File: src/rtl/yuvbd_pkg.sv
// Shared types and constants of the YUV box downscaler.
package yuvbd_pkg;

    localparam int SAMPLE_W      = 10;
    localparam int COL_W         = 13;
    localparam int ROW_W         = 13;
    localparam int DIM_W         = 14;
    localparam int ADD_W         = 12;
    localparam int SUM_W         = 15;
    localparam int PIX_W         = 3 * SAMPLE_W;
    localparam int MAX_WIDTH_DEF = 8192;
    localparam int MAX_HEIGHT    = 8192;
    localparam int QUEUE_DEPTH   = 4;
    localparam int QPTR_W        = 2;
    localparam int CFG_IDX_W     = 3;

    // What the back end does with one queued item.
    typedef enum logic [2:0] {
        KIND_PASS,
        KIND_STORE0,
        KIND_STORE1,
        KIND_STORE2,
        KIND_ACC2,
        KIND_ACC4
    } t_kind;

    typedef struct packed {
        t_kind                kind;
        logic [COL_W-1:0]     col;
        logic                 restart;
        logic                 emit;
        logic [SAMPLE_W-1:0]  luma;
        logic [SAMPLE_W-1:0]  cb;
        logic [SAMPLE_W-1:0]  cr;
    } t_op;

    typedef struct packed {
        logic push;
        t_op  op;
    } t_push;

endpackage

File: src/rtl/yuvbd_queue.sv
// Short queue of classified items between the front and back ends.
module yuvbd_queue (
    input  logic               i_clk,
    input  logic               i_rst_n,
    input  yuvbd_pkg::t_push   i_push,
    input  logic               i_pop,
    output logic               o_ready,
    output logic               o_valid,
    output yuvbd_pkg::t_op     o_head
);

    localparam logic [yuvbd_pkg::QPTR_W:0] FULL =
        (yuvbd_pkg::QPTR_W + 1)'(yuvbd_pkg::QUEUE_DEPTH);

    yuvbd_pkg::t_op                  r_mem [yuvbd_pkg::QUEUE_DEPTH];
    logic [yuvbd_pkg::QPTR_W-1:0]    r_wr;
    logic [yuvbd_pkg::QPTR_W-1:0]    r_rd;
    logic [yuvbd_pkg::QPTR_W:0]      r_count;

    assign o_ready = (r_count != FULL);
    assign o_valid = (r_count != '0);
    assign o_head  = r_mem[r_rd];

    always_ff @(posedge i_clk) begin
        if (i_push.push) begin
            r_mem[r_wr] <= i_push.op;
        end
    end

    always_ff @(posedge i_clk) begin
        if (!i_rst_n) begin
            r_wr    <= '0;
            r_rd    <= '0;
            r_count <= '0;
        end else begin
            if (i_push.push) begin
                r_wr <= r_wr + 1'b1;
            end
            if (i_pop) begin
                r_rd <= r_rd + 1'b1;
            end
            unique case ({i_push.push, i_pop})
                2'b10:   r_count <= r_count + 1'b1;
                2'b01:   r_count <= r_count - 1'b1;
                default: r_count <= r_count;
            endcase
        end
    end

    a_no_push_full: assert property (@(posedge i_clk) disable iff (!i_rst_n)
        i_push.push |-> r_count != FULL)
        else $error("item pushed into a full queue");

    a_no_pop_empty: assert property (@(posedge i_clk) disable iff (!i_rst_n)
        i_pop |-> r_count != '0)
        else $error("item popped from an empty queue");

endmodule

File: config.mk
export PLATFORM = sky130hd
export DESIGN_NAME = yuvbd_queue
export DESIGN_NICKNAME = d
export VERILOG_FILES = /design/src/rtl/yuvbd_pkg.sv /design/src/rtl/yuvbd_queue.sv
export SDC_FILE = /design/constraint.sdc
export NUM_CORES = 1
export LEC_CHECK = 0
export BUFFER_PORTS_ARGS = -buffer_cell sky130_fd_sc_hd__buf_2
export CELL_PAD_IN_SITES_DETAIL_PLACEMENT = 0
export CELL_PAD_IN_SITES_GLOBAL_PLACEMENT = 1
export CORE_AREA = 2 2 160 162
export CTS_CLUSTER_DIAMETER = 30
export DETAILED_ROUTE_END_ITERATION = 6
export DIE_AREA = 0 0 162 164
export PLACE_DENSITY = 0.5
export RECOVER_POWER = 100
export REMOVE_ABC_BUFFERS = 1
export SLEW_MARGIN = 10
export SYNTH_ARGS = -nofsm -noshare
export SYNTH_HDL_FRONTEND = slang
export SYNTH_SLANG_ARGS = --single-unit
File: constraint.sdc
create_clock -name i_clk -period 4.1 [get_ports i_clk]
set_clock_uncertainty 0.1 [all_clocks]
set_input_delay 0.205 -clock i_clk [delete_from_list [all_inputs] [get_ports i_clk]]
set_output_delay 0.205 -clock i_clk [all_outputs]
set_load 0.01 [all_outputs]
[Yosys cells after proc, flatten, opt, wreduce, memory -nomap -nowiden]
Memory sizes are Yosys's and may differ from the RTL's. A register that Yosys moved wholly into a read port is not among the register bits.
Cells that the tools add are included.
Storage, ports and cells
  bits in registers: 7
  latch bits: 0
  memory bits (writable): 192
  ROM bits: 0
  input port bits: 52
  memories kept: 1
Cells by class
  $add $sub $neg: 4
  $mul: 0
  divide/modulo/power cells: 0
  order comparisons: 0
  equal/unequal tests: 3
  shift operators: 0
  mux-type cells: 5
  bitwise gates (word level): 0
  reductions and logical operators: 2
Memories
  r_mem: depth 4, width 48, rd ports 1, clocked after memory_dff 1, wr ports 1, RTL line yuvbd_queue.sv:15  | yuvbd_pkg::t_op r_mem [yuvbd_pkg::QUEUE_DEPTH];
Operator list (number)
  $pmux 3 s2: 1
  $add 2x1->2 const B: 2
  $mux 2: 2
  $add 3x1->3 const B: 1
  $ne 3x3->1 const B: 1
  $reduce_bool 3->1: 1
  $sub 3x1->3 const B: 1
  $eq 2x1->1 const B: 1
  $eq 2x2->1 const B: 1
  $mux 1: 2
  $reduce_bool 2->1: 1

[Logic depth before layout (Yosys ltp)]
  depth in word-level cells: 3
  mapped depth: 7

[Worst setup path before layout]
Ideal clock, no wire load.
  path kind: reg-to-reg
  from: reg r_wr[0] (netlist name)
  to: mem r_mem[2][0] (netlist name) (enable)
  arrival: 1.688 ns
  data required time: 3.590 ns
  setup slack: 1.902 ns
  stages on the path, launching flop included: 4
  buffers on the path: 0
  period minus slack after synthesis: 2.198 ns
  path through: dfxtp_1 -> inv_1 -> ha_1 -> and2_1
RTL lines
  start: declaration: RTL line yuvbd_queue.sv:16  | logic [yuvbd_pkg::QPTR_W-1:0] r_wr;
  start signal: assignment: RTL line yuvbd_queue.sv:37  | r_wr <= r_wr + 1'b1;
  end: declaration: RTL line yuvbd_queue.sv:15
Straight into the memory's write port.

[Worst setup path after layout]
  from: reg r_wr[0] (netlist name)
  to: mem r_mem[0][4] (netlist name) (enable)
Straight into the memory's write port.

==> flow_summary.yaml <==
die:
  die_x_um: 162
  die_y_um: 164
  core_area_um2: 24800
  start_util: 0.297
  die-area_um2: 26600
  row_count: 58
  ios: 102
pwr:
  cellPowerDensity_nw_per_um2: 645
  swShare: 0.212
  p_sw_w: 0.00141
  combPwrFrac: 0.062
  p_clk_frac: 0.573
  p_int_w: 0.00525
  p_seq_frac: 0.366
  p_leak_nw: 3.38
  max-vdd-ir-drop_uv: 304
route:
  drt_iter0_markers: 149
  drc: 0
  viasPerCell: 4.34
  drtAntennaViolNets: 0
  routed-via-count: 3740
  drt-total-wl_um: 15100
  drtPass1Iterations: 4
  wire_per_inst_um: 17.5
setup_path:
  rr_endpoint: "r_mem[0][4]"
  crit_chain: "inv_1, ha_1, and2_0, buf_4"
  crit_slowest_cell: "and2_0"
  cp-endpoint: "r_mem[0][4]"
  end_kind: "flop"
  cpPeakStageDelay_ps: 1270
  crit_start: "r_wr[0]"
  rr_worst_depth: 4
  worstSetupPathType: "flop to flop"
  cp_max_fo: 29
  cp.arrival_ps: 3010
  timing.rr.start: "r_wr[0]"
  r2r_setup_slack_ps: 1150
  cp_data_required_time_ps: 4170
  critPathLaunchType: "flop"
place:
  gp_congestion: 0.660
  dp.cells: 723
  pre_cts_ws_ps: 1810
  numPortBuffers: 101
  dp_hpwl_um: 8420
yosys:
  yosys_warnings: 0
  synthCells: 296
  synth_area_per_cell_um2: 24.9
  seq_area_frac_synth: 0.807
  syn-cell-area_um2: 7370
  ys_ff_latch: 201
  yosysUniqueCellTypes: 20
clocking:
  clock-sinks: 201
  cts_buffers: 49
  cts-root-buf: "clkbuf_16"
  cts_buffer_depth: 3
  post_cts.repair.setup_buffers: 0
  tritoncts: "done"
  path_clk_slew_ps: 40
  clk_latency_ps: 530
  cts-htree-levels: 2
status:
  violations: "capacitance limit, slew limit"
  outcome: "finished with violations"
hold_path:
  hold_class: "input pin to flop"
  min_from: "i_push[12]"
sta:
  maxSlewHeadroom: -0.140
  fin_setup_tns_ps: 0
  min_period_over_period: 0.718
  setup_viol: 0
  fin_ws_ps: 1150
  period_needed_ps: 2950
  clock.fmax_ghz: 0.340
  finalHoldViolations: 0
  worst_pin_slew_ps: 1710
  rsz0062_at_grt: "false"
  maxSlewViolCount: 42
cells_and_area:
  syn2layout_area_growth_pct: 40.1
  final_common_cell: "edfxtp_1"
  n_fill_cell: 2297
  multi_input_area_um2: 1330
  fin_nets: 553
  regArea_um2: 5950
  drive_gt1_frac: 0.252
  layout_common_cells: "edfxtp_1, clkbuf_1, dlygate4sd3_1"
  instances_no_fill: 862
  antenna_cells: 0
grt:
  grt_first_pass_wirelength_um: 23100
  grt_max_degree: 49
  grt-ovfl-total: 0
  antenna_found_initial: 1
  first_global_vias: 4124
  gr-usage-all-layers: 0.117
job:
  cap_violations: 2
==> Yosys cell counts <==
master / count / area (um2)
edfxtp_1: 192 / 5770
mux4_2: 48 / 1080
and2_1: 10 / 62.6
dfxtp_1: 9 / 180
inv_1: 6 / 22.5
ha_1: 5 / 62.6
buf_2: 3 / 15.0
buf_6: 3 / 33.8
xor2_1: 3 / 26.3
buf_4: 2 / 15.0
clkbuf_1: 2 / 7.51
nand2_1: 2 / 7.51
o21ai_0: 2 / 10.0
or3_1: 2 / 12.5
xnor2_1: 2 / 17.5
a21boi_0: 1 / 7.51
fa_1: 1 / 20.0
mux2i_1: 1 / 10.0
nand3_1: 1 / 5.00
nor2b_1: 1 / 6.26
==> final cells by class <==
class / instances / share of cell area
timing repair buffer: 158 / 0.0901
sequential: 201 / 0.576
inverter: 6 / 0.00218
clock buffer: 55 / 0.121
tap: 330 / 0.0400
multi-input combinational: 79 / 0.129
clock inverter: 33 / 0.0413
==> cells by family (layout without fill, tap and decap cells) <==
family / Yosys count / count (layout) / share of synthesized area
simple gates: 16 / 16 / 0.0127
compound gates: 3 / 3 / 0.00238
mux: 49 / 49 / 0.148
fa+ha+maj: 6 / 6 / 0.0112
buf+inv: 16 / 252 / 0.0127
flops: 201 / 201 / 0.807
xor+xnor: 5 / 5 / 0.00594
==> repair_timing <==
item,4_1_cts,5_1_grt
gates resized for setup,0,0
endpoints found under the hold margin,201,0
hold buffers,51,0
==> power by group through the flow <==
stage	Combinational, W	Clock (W)	Sequential [W]
after detailed placement	0.000408	0	0.00247
after floorplan	0.000229	0	0.00245
final	0.000409	0.00381	0.00243
after CTS	0.000449	0.00389	0.00244
after global placement	0.000402	0	0.00247
after global routing	0.000449	0.00402	0.00245
==> stage by stage <==
stage	cell area (um2)	utilization	hold WS, ps	total power (W)
after floorplan	7300	-	204	0.00268
after global placement	8270	0.333	315	0.00287
after detailed placement	8270	0.333	323	0.00288
after CTS	10500	0.421	299	0.00678
after global routing	10300	0.416	378	0.00691
final	10300	0.416	382	0.00665
==> sequential cells by signal (all words and copies together), names as in the netlist, named ones only <==
signal   cells
r_rd         2
r_mem      192
r_count      3
r_wr         2
==> critical path: cells and delay by family (launching register included) <==
family / cells / cell delay [ps]
fa+ha+maj: 1 / 140
simple gates: 1 / 1270
flops: 1 / 340
buf+inv: 2 / 720
==> per-layer routing <==
layer | wire length [um] | track usage | vias to the layer above
li1 | - | - | 1665
met1 | 6700 | 0.146 | 1926
met2 | 7240 | 0.188 | 111
met3 | 808 | 0.0379 | 36
met4 | 344 | 0.0479 | 2
met5 | 13 | 0 | -
==> how the worst min path moves through the flow <==
stage                              end  slack (ps)  depth (start not counted)
after global placement    r_mem[1][30]         320                          1
after CTS                 r_mem[2][46]         300                          2
after global routing       r_mem[2][5]         380                          2
after detailed placement  r_mem[2][30]         320                          1
final                     r_mem[3][12]         380                          2
after floorplan            r_mem[0][0]         200                          0
(Power assumes the default switching activity.)
