[config.mk]
export PLATFORM = sky130hd
export DESIGN_NAME = yuvbd_front
export DESIGN_NICKNAME = d
export VERILOG_FILES = /design/src/rtl/yuvbd_pkg.sv /design/src/rtl/yuvbd_front.sv
export SDC_FILE = /design/constraint.sdc
export NUM_CORES = 1
export LEC_CHECK = 0
export ABC_AREA = 1
export CAP_MARGIN = 10
export CORE_MARGIN = 4
export CORE_UTILIZATION = 55
export CTS_BUF_LIST = sky130_fd_sc_hd__clkbuf_16
export DETAILED_ROUTE_END_ITERATION = 8
export DONT_BUFFER_PORTS = 1
export GPL_ROUTABILITY_DRIVEN = 0
export PLACE_DENSITY = 0.78
export SLEW_MARGIN = 5
export SYNTH_ARGS = -nofsm -noshare
export SYNTH_HDL_FRONTEND = slang
export SYNTH_SLANG_ARGS = --single-unit
[constraint.sdc]
create_clock -name i_clk -period 5 [get_ports i_clk]
set_input_delay 0.25 -clock i_clk [delete_from_list [all_inputs] [get_ports i_clk]]
set_output_delay 0.25 -clock i_clk [all_outputs]
set_load 0.005 [all_outputs]
[src/rtl/yuvbd_pkg.sv]
// Shared types and constants of the YUV box downscaler.
package yuvbd_pkg;

    localparam int SAMPLE_W      = 10;
    localparam int COL_W         = 13;
    localparam int ROW_W         = 13;
    localparam int DIM_W         = 14;
    localparam int ADD_W         = 12;
    localparam int SUM_W         = 15;
    localparam int PIX_W         = 3 * SAMPLE_W;
    localparam int MAX_WIDTH_DEF = 8192;
    localparam int MAX_HEIGHT    = 8192;
    localparam int QUEUE_DEPTH   = 4;
    localparam int QPTR_W        = 2;
    localparam int CFG_IDX_W     = 3;

    // What the back end does with one queued item.
    typedef enum logic [2:0] {
        KIND_PASS,
        KIND_STORE0,
        KIND_STORE1,
        KIND_STORE2,
        KIND_ACC2,
        KIND_ACC4
    } t_kind;

    typedef struct packed {
        t_kind                kind;
        logic [COL_W-1:0]     col;
        logic                 restart;
        logic                 emit;
        logic [SAMPLE_W-1:0]  luma;
        logic [SAMPLE_W-1:0]  cb;
        logic [SAMPLE_W-1:0]  cr;
    } t_op;

    typedef struct packed {
        logic push;
        t_op  op;
    } t_push;

endpackage

[src/rtl/yuvbd_front.sv]
// Front end: configuration registers, frame counters and item classification.
module yuvbd_front #(
    parameter int MAX_WIDTH = yuvbd_pkg::MAX_WIDTH_DEF
) (
    input  logic                                i_clk,
    input  logic                                i_rst_n,
    input  logic                                i_cfg_we,
    input  logic [yuvbd_pkg::CFG_IDX_W-1:0]     i_cfg_index,
    input  logic [yuvbd_pkg::DIM_W-1:0]         i_cfg_data,
    input  logic                                i_valid,
    input  logic                                i_queue_ready,
    input  logic [yuvbd_pkg::SAMPLE_W-1:0]      i_luma,
    input  logic [yuvbd_pkg::SAMPLE_W-1:0]      i_cb,
    input  logic [yuvbd_pkg::SAMPLE_W-1:0]      i_cr,
    output yuvbd_pkg::t_push                    o_push
);

    localparam logic [yuvbd_pkg::CFG_IDX_W-1:0] REG_SCALE_ENABLE  = 3'd0;
    localparam logic [yuvbd_pkg::CFG_IDX_W-1:0] REG_PIXEL_PATTERN = 3'd1;
    localparam logic [yuvbd_pkg::CFG_IDX_W-1:0] REG_SCALE_FACTOR  = 3'd2;
    localparam logic [yuvbd_pkg::CFG_IDX_W-1:0] REG_FRAME_WIDTH   = 3'd3;
    localparam logic [yuvbd_pkg::CFG_IDX_W-1:0] REG_FRAME_HEIGHT  = 3'd4;

    localparam logic [1:0] PATTERN_PLANAR = 2'd0;
    localparam logic [2:0] FACTOR_2       = 3'd2;
    localparam logic [2:0] FACTOR_4       = 3'd4;

    localparam logic [yuvbd_pkg::DIM_W-1:0] MAX_W = yuvbd_pkg::DIM_W'(MAX_WIDTH);
    localparam logic [yuvbd_pkg::DIM_W-1:0] MAX_H = yuvbd_pkg::DIM_W'(yuvbd_pkg::MAX_HEIGHT);
    localparam logic [yuvbd_pkg::DIM_W-1:0] ONE   = yuvbd_pkg::DIM_W'(1);

    logic                            r_enable;
    logic [1:0]                      r_pattern;
    logic [2:0]                      r_factor;
    logic [yuvbd_pkg::DIM_W-1:0]     r_width;
    logic [yuvbd_pkg::DIM_W-1:0]     r_height;
    logic [yuvbd_pkg::COL_W-1:0]     r_col;
    logic [yuvbd_pkg::ROW_W-1:0]     r_row;
    logic [yuvbd_pkg::COL_W-1:0]     n_col;
    logic [yuvbd_pkg::ROW_W-1:0]     n_row;

    logic [yuvbd_pkg::DIM_W-1:0]     w_width;
    logic [yuvbd_pkg::DIM_W-1:0]     w_height;
    logic [yuvbd_pkg::COL_W-1:0]     w_col;
    logic [yuvbd_pkg::DIM_W-1:0]     w_col_inc;
    logic [yuvbd_pkg::DIM_W-1:0]     w_row_inc;
    logic                            w_accept;
    logic                            w_drop;
    yuvbd_pkg::t_op                  w_op;

    assign w_accept = i_valid && i_queue_ready;

    // A zero size acts as one; oversize values saturate.
    assign w_width  = (r_width == '0) ? ONE : ((r_width > MAX_W) ? MAX_W : r_width);
    assign w_height = (r_height == '0) ? ONE : ((r_height > MAX_H) ? MAX_H : r_height);
    assign w_col    = ({1'b0, r_col} >= MAX_W) ? '0 : r_col;
    assign w_col_inc = {1'b0, w_col} + ONE;
    assign w_row_inc = {1'b0, r_row} + ONE;

    always_comb begin
        if (w_col_inc >= w_width) begin
            n_col = '0;
            n_row = (w_row_inc >= w_height) ? '0 : w_row_inc[yuvbd_pkg::ROW_W-1:0];
        end else begin
            n_col = w_col_inc[yuvbd_pkg::COL_W-1:0];
            n_row = r_row;
        end
    end

    always_comb begin
        w_drop     = 1'b0;
        w_op.kind  = yuvbd_pkg::KIND_PASS;
        w_op.col   = w_col;
        w_op.restart = 1'b0;
        w_op.emit  = 1'b0;
        w_op.luma  = i_luma;
        w_op.cb    = i_cb;
        w_op.cr    = i_cr;
        priority if (!r_enable) begin
            w_op.emit = 1'b1;
        end else if (r_pattern == PATTERN_PLANAR && r_factor == FACTOR_2) begin
            if (!r_row[0]) begin
                w_op.kind = yuvbd_pkg::KIND_STORE0;
            end else begin
                w_op.kind    = yuvbd_pkg::KIND_ACC2;
                w_op.restart = !w_col[0];
                w_op.emit    = w_col[0];
            end
        end else if (r_pattern == PATTERN_PLANAR && r_factor == FACTOR_4) begin
            unique case (r_row[1:0])
                2'd0: w_op.kind = yuvbd_pkg::KIND_STORE0;
                2'd1: w_op.kind = yuvbd_pkg::KIND_STORE1;
                2'd2: w_op.kind = yuvbd_pkg::KIND_STORE2;
                default: begin
                    w_op.kind    = yuvbd_pkg::KIND_ACC4;
                    w_op.restart = (w_col[1:0] == 2'd0);
                    w_op.emit    = (w_col[1:0] == 2'd3);
                end
            endcase
        end else begin
            // Unsupported mode: the item is consumed and still advances the position, but is not queued.
            w_drop = 1'b1;
        end
    end

    assign o_push.push = w_accept && !w_drop;
    assign o_push.op   = w_op;

    always_ff @(posedge i_clk) begin
        if (!i_rst_n) begin
            r_enable  <= 1'b0;
            r_pattern <= 2'd0;
            r_factor  <= FACTOR_2;
            r_width   <= yuvbd_pkg::DIM_W'(1920);
            r_height  <= yuvbd_pkg::DIM_W'(1080);
            r_col     <= '0;
            r_row     <= '0;
        end else begin
            if (i_cfg_we) begin
                unique case (i_cfg_index)
                    REG_SCALE_ENABLE:  r_enable  <= i_cfg_data[0];
                    REG_PIXEL_PATTERN: r_pattern <= i_cfg_data[1:0];
                    REG_SCALE_FACTOR:  r_factor  <= i_cfg_data[2:0];
                    REG_FRAME_WIDTH:   r_width   <= i_cfg_data;
                    REG_FRAME_HEIGHT:  r_height  <= i_cfg_data;
                    default: ;
                endcase
            end
            if (w_accept) begin
                r_col <= n_col;
                r_row <= n_row;
            end
        end
    end

endmodule

# After elaboration in Yosys (flattened, before gate mapping)
# Cells that the tools add are included.
# totals
reg_bits	60
# classes
add_sub_neg	2
n_lt_le_gt_ge	4
eq_ne	9
muxes	20
n_reduce_logical	19
# op_table
cell	count
14-bit two-way mux	4
13-bit by 1-bit adder with 14-bit output, second input constant	2
14-bit greater-or-equal comparator	2
14-bit > comparator, second input constant	2
14-bit zero test	2
13-bit two-way mux	2
3-bit two-way mux	4
2-bit AND reduction	6
3-bit by 2-bit equality test with 1-bit output, second input constant	3
3-bit case mux with 3 select lines	1
2-bit two-way mux	4
3-bit equality test, second input constant	2
2-bit zero test	3
1-bit two-way mux	5
2-bit equality test, second input constant	2
1-bit logical AND	4
3-bit by 1-bit equality test with 1-bit output, second input constant	1
3-bit zero test	1
3-bit OR reduction	1
2-bit by 1-bit equality test with 1-bit output, second input constant	1
1-bit zero test	2

# Longest topological paths before layout
# Gate-level depths: netlist (run 1).
# depth
depth_word	7
depth_mapped	18
mapped_depth_nobuf	17

# Least setup slack after synthesis (run 1)
# OpenSTA, ideal clock, no wires.
# synth_path
path_type	flip-flop to flip-flop
start	reg r_row[0] in the netlist's numbering
end	reg r_row[3] in the netlist's numbering
setup_ns	0.113
t_arrival_ns	2.211
t_required_ns	4.887
setup_slack_ns	2.676
path_stages_with_launch	18
n_path_buf	1
period_less_slack_ns	2.324
path_cell_list	dfxtp_1 -> ha_1 -> nand2_1 -> nor2_2 -> nand4_1 -> nand2_1 -> inv_1 -> ha_1 -> nand2_1 -> nor2_1 -> nand2_1 -> nor2_1 -> nand2_1 -> nand3_1 -> buf_4 -> nor2_1 -> nor2_1 -> nor2_1
# synth_via
elab_chain_cells	3
# synth_rtl
item	line_no	text
start: declaration	yuvbd_front.sv:38	logic [yuvbd_pkg::ROW_W-1:0] r_row;
start signal: assignment	yuvbd_front.sv:131	r_row <= n_row;
13-bit by 1-bit adder with 14-bit output *	yuvbd_front.sv:58	assign w_row_inc = {1'b0, r_row} + ONE;
14-bit greater-or-equal comparator	yuvbd_front.sv:63	n_row = (w_row_inc >= w_height) ? '0 : w_row_inc[yuvbd_pkg::ROW_W-1:0];
13-bit two-way mux *	yuvbd_front.sv:63	
# Every way passes the cells marked *; elsewhere a longest branch is shown, timed or not.
# A chain may end at the register's enable or synchronous reset.

# Worst setup path in the final report (run 1)
# layout_path
start	reg r_col[0] in the netlist's numbering
end	reg r_col[12] in the netlist's numbering
# layout_via
elab_chain_cells	3
# layout_rtl
item	line_no	text
start: declaration	yuvbd_front.sv:37	logic [yuvbd_pkg::COL_W-1:0] r_col;
start signal: assignment	yuvbd_front.sv:130	r_col <= n_col;
13-bit by 1-bit adder with 14-bit output *	yuvbd_front.sv:57	assign w_col_inc = {1'b0, w_col} + ONE;
14-bit greater-or-equal comparator	yuvbd_front.sv:61	if (w_col_inc >= w_width) begin
13-bit two-way mux *	yuvbd_front.sv:61	
# Marks and branches as above.

==> results of run 1 <==
[worst max-delay path, stage by stage, from the launching register on]
cell,delay (ns)
dfxtp_1,0.54
ha_1,0.29
nand2_1,0.13
nor2_4,0.14
nand2_2,0.10
nor2_4,0.10
xor2_2,0.18
ha_1,0.26
nand2_1,0.06
inv_1,0.04
nand2_1,0.11
nor2_1,0.06
nor2_2,0.10
nand2_1,0.07
nor2_2,0.45
nand3_1,0.17
a21oi_1,0.16
[power by group through the flow]
stage,Clock [uW],Combinational (uW),Sequential [uW]
after detailed placement,0,70.4,508
final,726,71.7,498
after global routing,758,85.1,499
after floorplan,0,80.7,505
after global placement,0,67.5,508
after CTS,732,72.2,498
[Yosys cell counts, types with 2 or more instances]
library cell / n / area [um2]
nand2_1: 165 / 619
nor2_1: 108 / 405
inv_1: 71 / 267
dfxtp_1: 60 / 1200
buf_4: 33 / 248
ha_1: 33 / 413
nand3_1: 33 / 165
o21ai_0: 30 / 150
a21oi_1: 28 / 140
xor2_1: 11 / 96.3
nand4_1: 9 / 56.3
nor3_1: 9 / 45.0
buf_2: 6 / 30.0
clkbuf_1: 6 / 22.5
nor2_2: 6 / 37.5
nor4_1: 6 / 37.5
inv_2: 5 / 18.8
nor3_2: 4 / 40.0
nand2_2: 3 / 18.8
nor2_4: 3 / 33.8
buf_6: 2 / 22.5
xnor2_1: 2 / 17.5
[layout by cell type (no fill, tap or decap), types with 2 or more instances in the layout]
cell type and count:
a21oi_1 28, buf_4 2, bufinv_16 3, clkbuf_16 9, clkinv_4 2, dfxtp_1 60, ha_1 33, inv_1 71
inv_2 5, nand2_1 165, nand2_2 3, nand3_1 33, nand4_1 9, nor2_1 108, nor2_2 6, nor2_4 3
nor3_1 9, nor3_2 4, nor4_1 6, o21ai_0 30, xnor2_1 2, xor2_1 11
[sequential cells by signal, summed over array words and instances, names as in the netlist]
signal and flops:
r_height 14, r_width 14, r_col 13, r_row 13, r_factor 3, r_pattern 2
r_enable 1
[layout make-up]
cell class	instances	area share, %
inverter	76	6.59
sequential	60	27.7
clock buffer	9	5.20
multi-input combinational	458	54.4
tap	99	2.86
timing repair buffer	2	0.347
clock inverter	7	2.86
[per-layer routing]
layer / global-route usage [%] / vias to the layer above
met5: 0 / -
met4: 10.2 / 0
met3: 6.24 / 26
met2: 41.2 / 92
met1: 25.5 / 1699
li1: - / 1921
[stage by stage]
step                      worst slack (ns)  hold slack, ns
after detailed placement              2.03           0.347
after CTS                             1.99        0.000100
after global routing                  1.69          0.0165
after global placement                2.14           0.343
final                                 1.97          0.0229
after floorplan                       2.68           0.376
[worst max path at each step]
stage	start	end
after CTS	r_col[0]	r_col[10]
after detailed placement	r_col[0]	r_col[10]
after global placement	r_col[0]	r_col[10]
after floorplan	r_row[0]	r_row[3]
final	r_col[0]	r_col[12]
after global routing	r_col[0]	r_col[12]
[logic make-up after synthesis]
kind of cell | after synthesis
adders and majority gates | 33
buffers and inverters | 124
DFF | 60
xor gates and xnor gates | 15
AOI/OAI and AO/OA | 63
and+or+nand+nor | 347
==> results.yml, run 1 <==
outcome:
  status: "finished clean"
power_and_ir_drop:
  p_comb_share_pct: 5.5
  power.density_nw_per_um2: 299
  p_total_uw: 1300
  switching_power_uw: 293
  vdd_drop_max_v: 0.000207
  swShare_pct: 22.6
  seq_power_share_pct: 38.4
  clockPowerShare_pct: 56.0
  p_leak_uw: 0.00220
  internal-power_uw: 1000
sta:
  worst_pin_slew_ns: 0.559
  period_share_pct: 60.5
  fin_crit_ns: 3.03
  relSlewSlack_pct: 62.7
  slew_violations: 0
  fin_setup_tns_ns: 0
  setup_viol: 0
  rsz0062_at_grt: "false"
  finalHoldViolCount: 0
  max_freq_mhz: 330
  skew_ns: 0.00813
setup_path:
  timing_worst_setup_path_type: "register to register"
  cp_max_fo: 13
  reg2reg_depth: 16
  worstPathRequired_ns: 5.26
  cp.arrival_ns: 3.28
  end_kind: "register"
  timing.reg2reg.setup_slack_ns: 1.97
  r2r-start: "r_col[0]"
  startpoint_type: "register"
  reg2reg_to: "r_col[12]"
layout:
  layout-drive-gt1-share_pct: 7.19
  finalNonFillerCells: 711
  syn_to_final_growth_pct: 3.87
  n_fill_cell: 696
  design_area_um2: 4330
  seqCellArea_um2: 1200
  insertedDiodeCount: 0
  fin_util_pct: 59.4
  nets: 692
  multiInputGateArea_um2: 2360
synth:
  synth_edf_count: 0
  syn_avg_cell_area_um2: 6.50
  yosys.area_share.simple_pct: 35.2
  synth_top_family_by_area: "simple AND/OR/NAND/NOR gates"
  synth_compound_area_share_pct: 7.89
  synth-xor-area-share_pct: 3.51
  syn-num-nets: 727
  synth_async_sr_flop_share_pct: 0
  synth_cell_types: 31
  ys_ff_latch: 60
  syn-cell-area_um2: 4170
  synthMuxAreaShare_pct: 0
  ys_seq_area_share_pct: 28.8
  yosys_warnings: 0
  syn_inst: 642
  synthFlopType: "dfxtp_1"
  synth_adder_area_share_pct: 9.90
route:
  wl_met1_um: 3860
  wl_per_cell_um: 13.5
  routed_wirelength_um: 9580
  wl_met2_um: 4970
  vias_per_cell: 5.26
  wl_met3_um: 507
  via_count: 3738
  first_iter_violations: 177
  antenna_left: 0
  drc: 0
  top_layer_used: "met4"
  drtPass1Iterations: 5
worst_hold_path:
  min_to: "r_height[5]"
  holdPathStages: 1
  hp-start: "i_rst_n"
  min_path_type: "input pin to register"
clock_tree:
  post_cts_buffers: 0
  clock-sinks: 60
  htree_num_levels: 3
  clk_path_buf_depth: 2
  clk_pin_slew_ns: 0.06
  cts_hold_buf: 0
  ctsResizeCount: 0
  cts_tree: "built"
  cts_root_buf: "clkbuf_16"
  insertion_delay_ns: 0.34
  cts_buffers: 9
global_routing:
  grt_first_pass_wirelength_um: 16500
  grt_max_degree: 49
  grt_util_all_layers_pct: 23.1
  grt_pass1_vias: 3636
  antenna_found_initial: 0
  gr-total-overflow: 0
floorplan:
  coreArea_um2: 7290
  die_y_um: 95.1
  start_util_pct: 57.2
  placementRows: 31
  dieWidth_um: 95.1
  die_area_um2: 9040
  io_pins: 101
flow_run:
  cap_viol_max_count: 0
place:
  dpl.cell_count: 695
  dpl.hpwl_um: 6960
  port_buffers: 0
  placed_area_um2: 3980
(Power assumes the default switching activity.)
==> run 2: changes to the inputs <==
PLACE_DENSITY = 0.81   (was 0.78)
clock period = 2.5 ns   (was 5 ns; I/O delays follow)
==> run 2 against run 1 <==
  * The run now ends with negative hold slack, negative setup slack left
  * Cell count up 6.9%
  * Non-clock buffer count rose by 45
  * Register-to-register slack worse by 2.2 ns
  * Cell area up 26%
  * Clock skew down 0.0015 ns
==> results.yml, run 2 (same netlist as run 1, synthesis figures left out) <==
global_routing:
  gr-total-overflow: 0
  grt_pass1_vias: 3937
  antenna_found_initial: 0
  grt_first_pass_wirelength_um: 17800
  grt_util_all_layers_pct: 24.9
  grt_max_degree: 48
place:
  port_buffers: 0
  pre_cts_slack_ns: -0.0551
  placed_area_um2: 4150
  dpl.hpwl_um: 7290
  dpl.cell_count: 714
layout:
  nets: 739
  top_regs: "r_height x14, r_width x14"
  final_common_cell: "nand2_1"
  fin_util_pct: 75.0
  design_area_um2: 5470
  final_cell_mix: "nand2_1, nor2_1, inv_1, dfxtp_1, o21ai_0"
  syn_to_final_growth_pct: 31.2
  finalNonFillerCells: 760
  layout-drive-gt1-share_pct: 27.6
  n_fill_cell: 446
floorplan:
  coreArea_um2: 7290
  die_y_um: 95.1
  io_pins: 101
  placementRows: 31
  start_util_pct: 57.2
  dieWidth_um: 95.1
  die_area_um2: 9040
sta:
  setup_viol: 26
  worst_pin_slew_ns: 0.767
  slew_violations: 0
  fin_crit_ns: 2.68
  relSlewSlack_pct: 48.8
  skew_ns: 0.00663
  finalHoldViolCount: 1
  hold_ws_ns: -0.00116
  fin_ws_ns: -0.183
  period_share_pct: 107
  rsz0062_at_grt: "true"
  max_freq_mhz: 373
setup_path:
  cp_max_fo: 8
  r2r-start: "r_width[9]"
  reg2reg_depth: 14
  critPathSlowestCell: "dfxtp_2"
  end_kind: "register"
  critPathMaxStageDelay_ns: 0.34
  cp.arrival_ns: 2.94
  worstPathRequired_ns: 2.76
  path_cells: "nor4_2, nand4_1, buf_6, nand2_4, nand2_1, ha_4, a21oi_2, nor2_4, nor2_4, nand2_1, nor2_2, buf_6, nand3_1, a21oi_2"
  timing_worst_setup_path_type: "register to register"
  cp-startpoint: "r_width[9]"
  cp_num_cells: 14
  startpoint_type: "register"
  critPathBufInv: 2
  cpLargestDelayFamily: "simple AND/OR/NAND/NOR gates"
power_and_ir_drop:
  switching_power_uw: 688
  swShare_pct: 25.1
  p_leak_uw: 0.00260
  internal-power_uw: 2050
  vdd_drop_max_v: 0.000469
  p_comb_share_pct: 9.2
  power.density_nw_per_um2: 500
  clockPowerShare_pct: 54.3
  seq_power_share_pct: 36.5
worst_hold_path:
  min_path_type: "input pin to register"
  hp-start: "i_cfg_data[0]"
  holdPathStages: 2
outcome:
  violations: "negative hold slack, negative setup slack"
  status: "finished with violations"
route:
  vias_per_cell: 5.78
  via_count: 4396
  first_iter_violations: 407
  antenna_left: 0
  drtPass1Iterations: 5
  wl_per_cell_um: 18.0
  drc: 0
  routed_wirelength_um: 13700
clock_tree:
  clock-sinks: 60
  htree_num_levels: 3
  insertion_delay_ns: 0.34
  clk_pin_slew_ns: 0.06
  cts_tree: "built"
  clk_path_buf_depth: 2
  cts_buffers: 9
  cts_root_buf: "clkbuf_16"
flow_run:
  cap_viol_max_count: 0
==> run 2: cell count changes in the layout (fill, tap and decap cells not counted), moves of 11 or more <==
cell | before | now
nand2_1 | 165 | 138
nor2_1 | 108 | 87
buf_4 | 2 | 22
dlygate4sd3_1 | 0 | 15
nand2_4 | 0 | 14
nand2_2 | 3 | 16
nor2_2 | 6 | 19
ha_1 | 33 | 21
dfxtp_1 | 60 | 49
ha_4 | 0 | 11
==> run 2: final timing paths <==
check,endpoint,slack (ns)
setup / recovery,r_col[12],-0.18
hold / removal,r_factor[0],-0.001
hold reg to reg,r_factor[0],0.48
setup reg to reg,r_col[12],-0.18
==> run 2: worst reg2reg max path: cells and delay by family, from the launching register on <==
| family | cells | cell delay (ns) |
|---|---|---|
| compound gates | 2 | 0.38 |
| fa+ha+maj | 1 | 0.24 |
| buf+inv | 2 | 0.35 |
| flops | 1 | 0.34 |
| simple gates | 9 | 1.27 |
==> run 2: per-stage QoR <==
step | TNS, ns | power, uW
final | -1.89 | 2740
after global placement | 0 | 1150
after floorplan | 0 | 1170
after CTS | 0 | 2650
after detailed placement | -0.590 | 1160
after global routing | -4.41 | 2810
==> run 2: what timing repair did <==
action,4_1_cts,5_1_grt
hold buffers,16,0
endpoints found under the hold margin,48,0
pin swaps,1,47
gates cloned,0,6
endpoints found under the setup margin,26,26
setup buffers,1,5
gates resized for setup,4,144
==> run 2: power by group through the flow <==
stage | Sequential, uW | Combinational (uW) | Clock (uW)
after global placement | 1010 | 141 | 0
final | 1000 | 252 | 1490
after floorplan | 1010 | 161 | 0
after CTS | 993 | 190 | 1470
after global routing | 1000 | 274 | 1530
after detailed placement | 1010 | 148 | 0
==> run 2: cell type report <==
class | instances | area [um2] | area share (%)
Sequential cell | 60 | 1220 | 22.3
Clock buffer | 9 | 225 | 4.12
Timing Repair Buffer | 47 | 495 | 9.06
Tap cell | 99 | 124 | 2.26
Multi-Input combinational cell | 460 | 2990 | 54.7
Antenna cell | 2 | 5.00 | 0.0915
Clock inverter | 7 | 124 | 2.26
Inverter | 76 | 285 | 5.21
==> run 2: layer usage <==
metal | wire [um] | vias up | GRT usage, %
li1 | - | 2018 | -
met1 | 4880 | 2046 | 27.3
met2 | 7060 | 266 | 43.8
met3 | 977 | 66 | 5.52
met4 | 745 | 0 | 14.8
met5 | 0 | - | 0
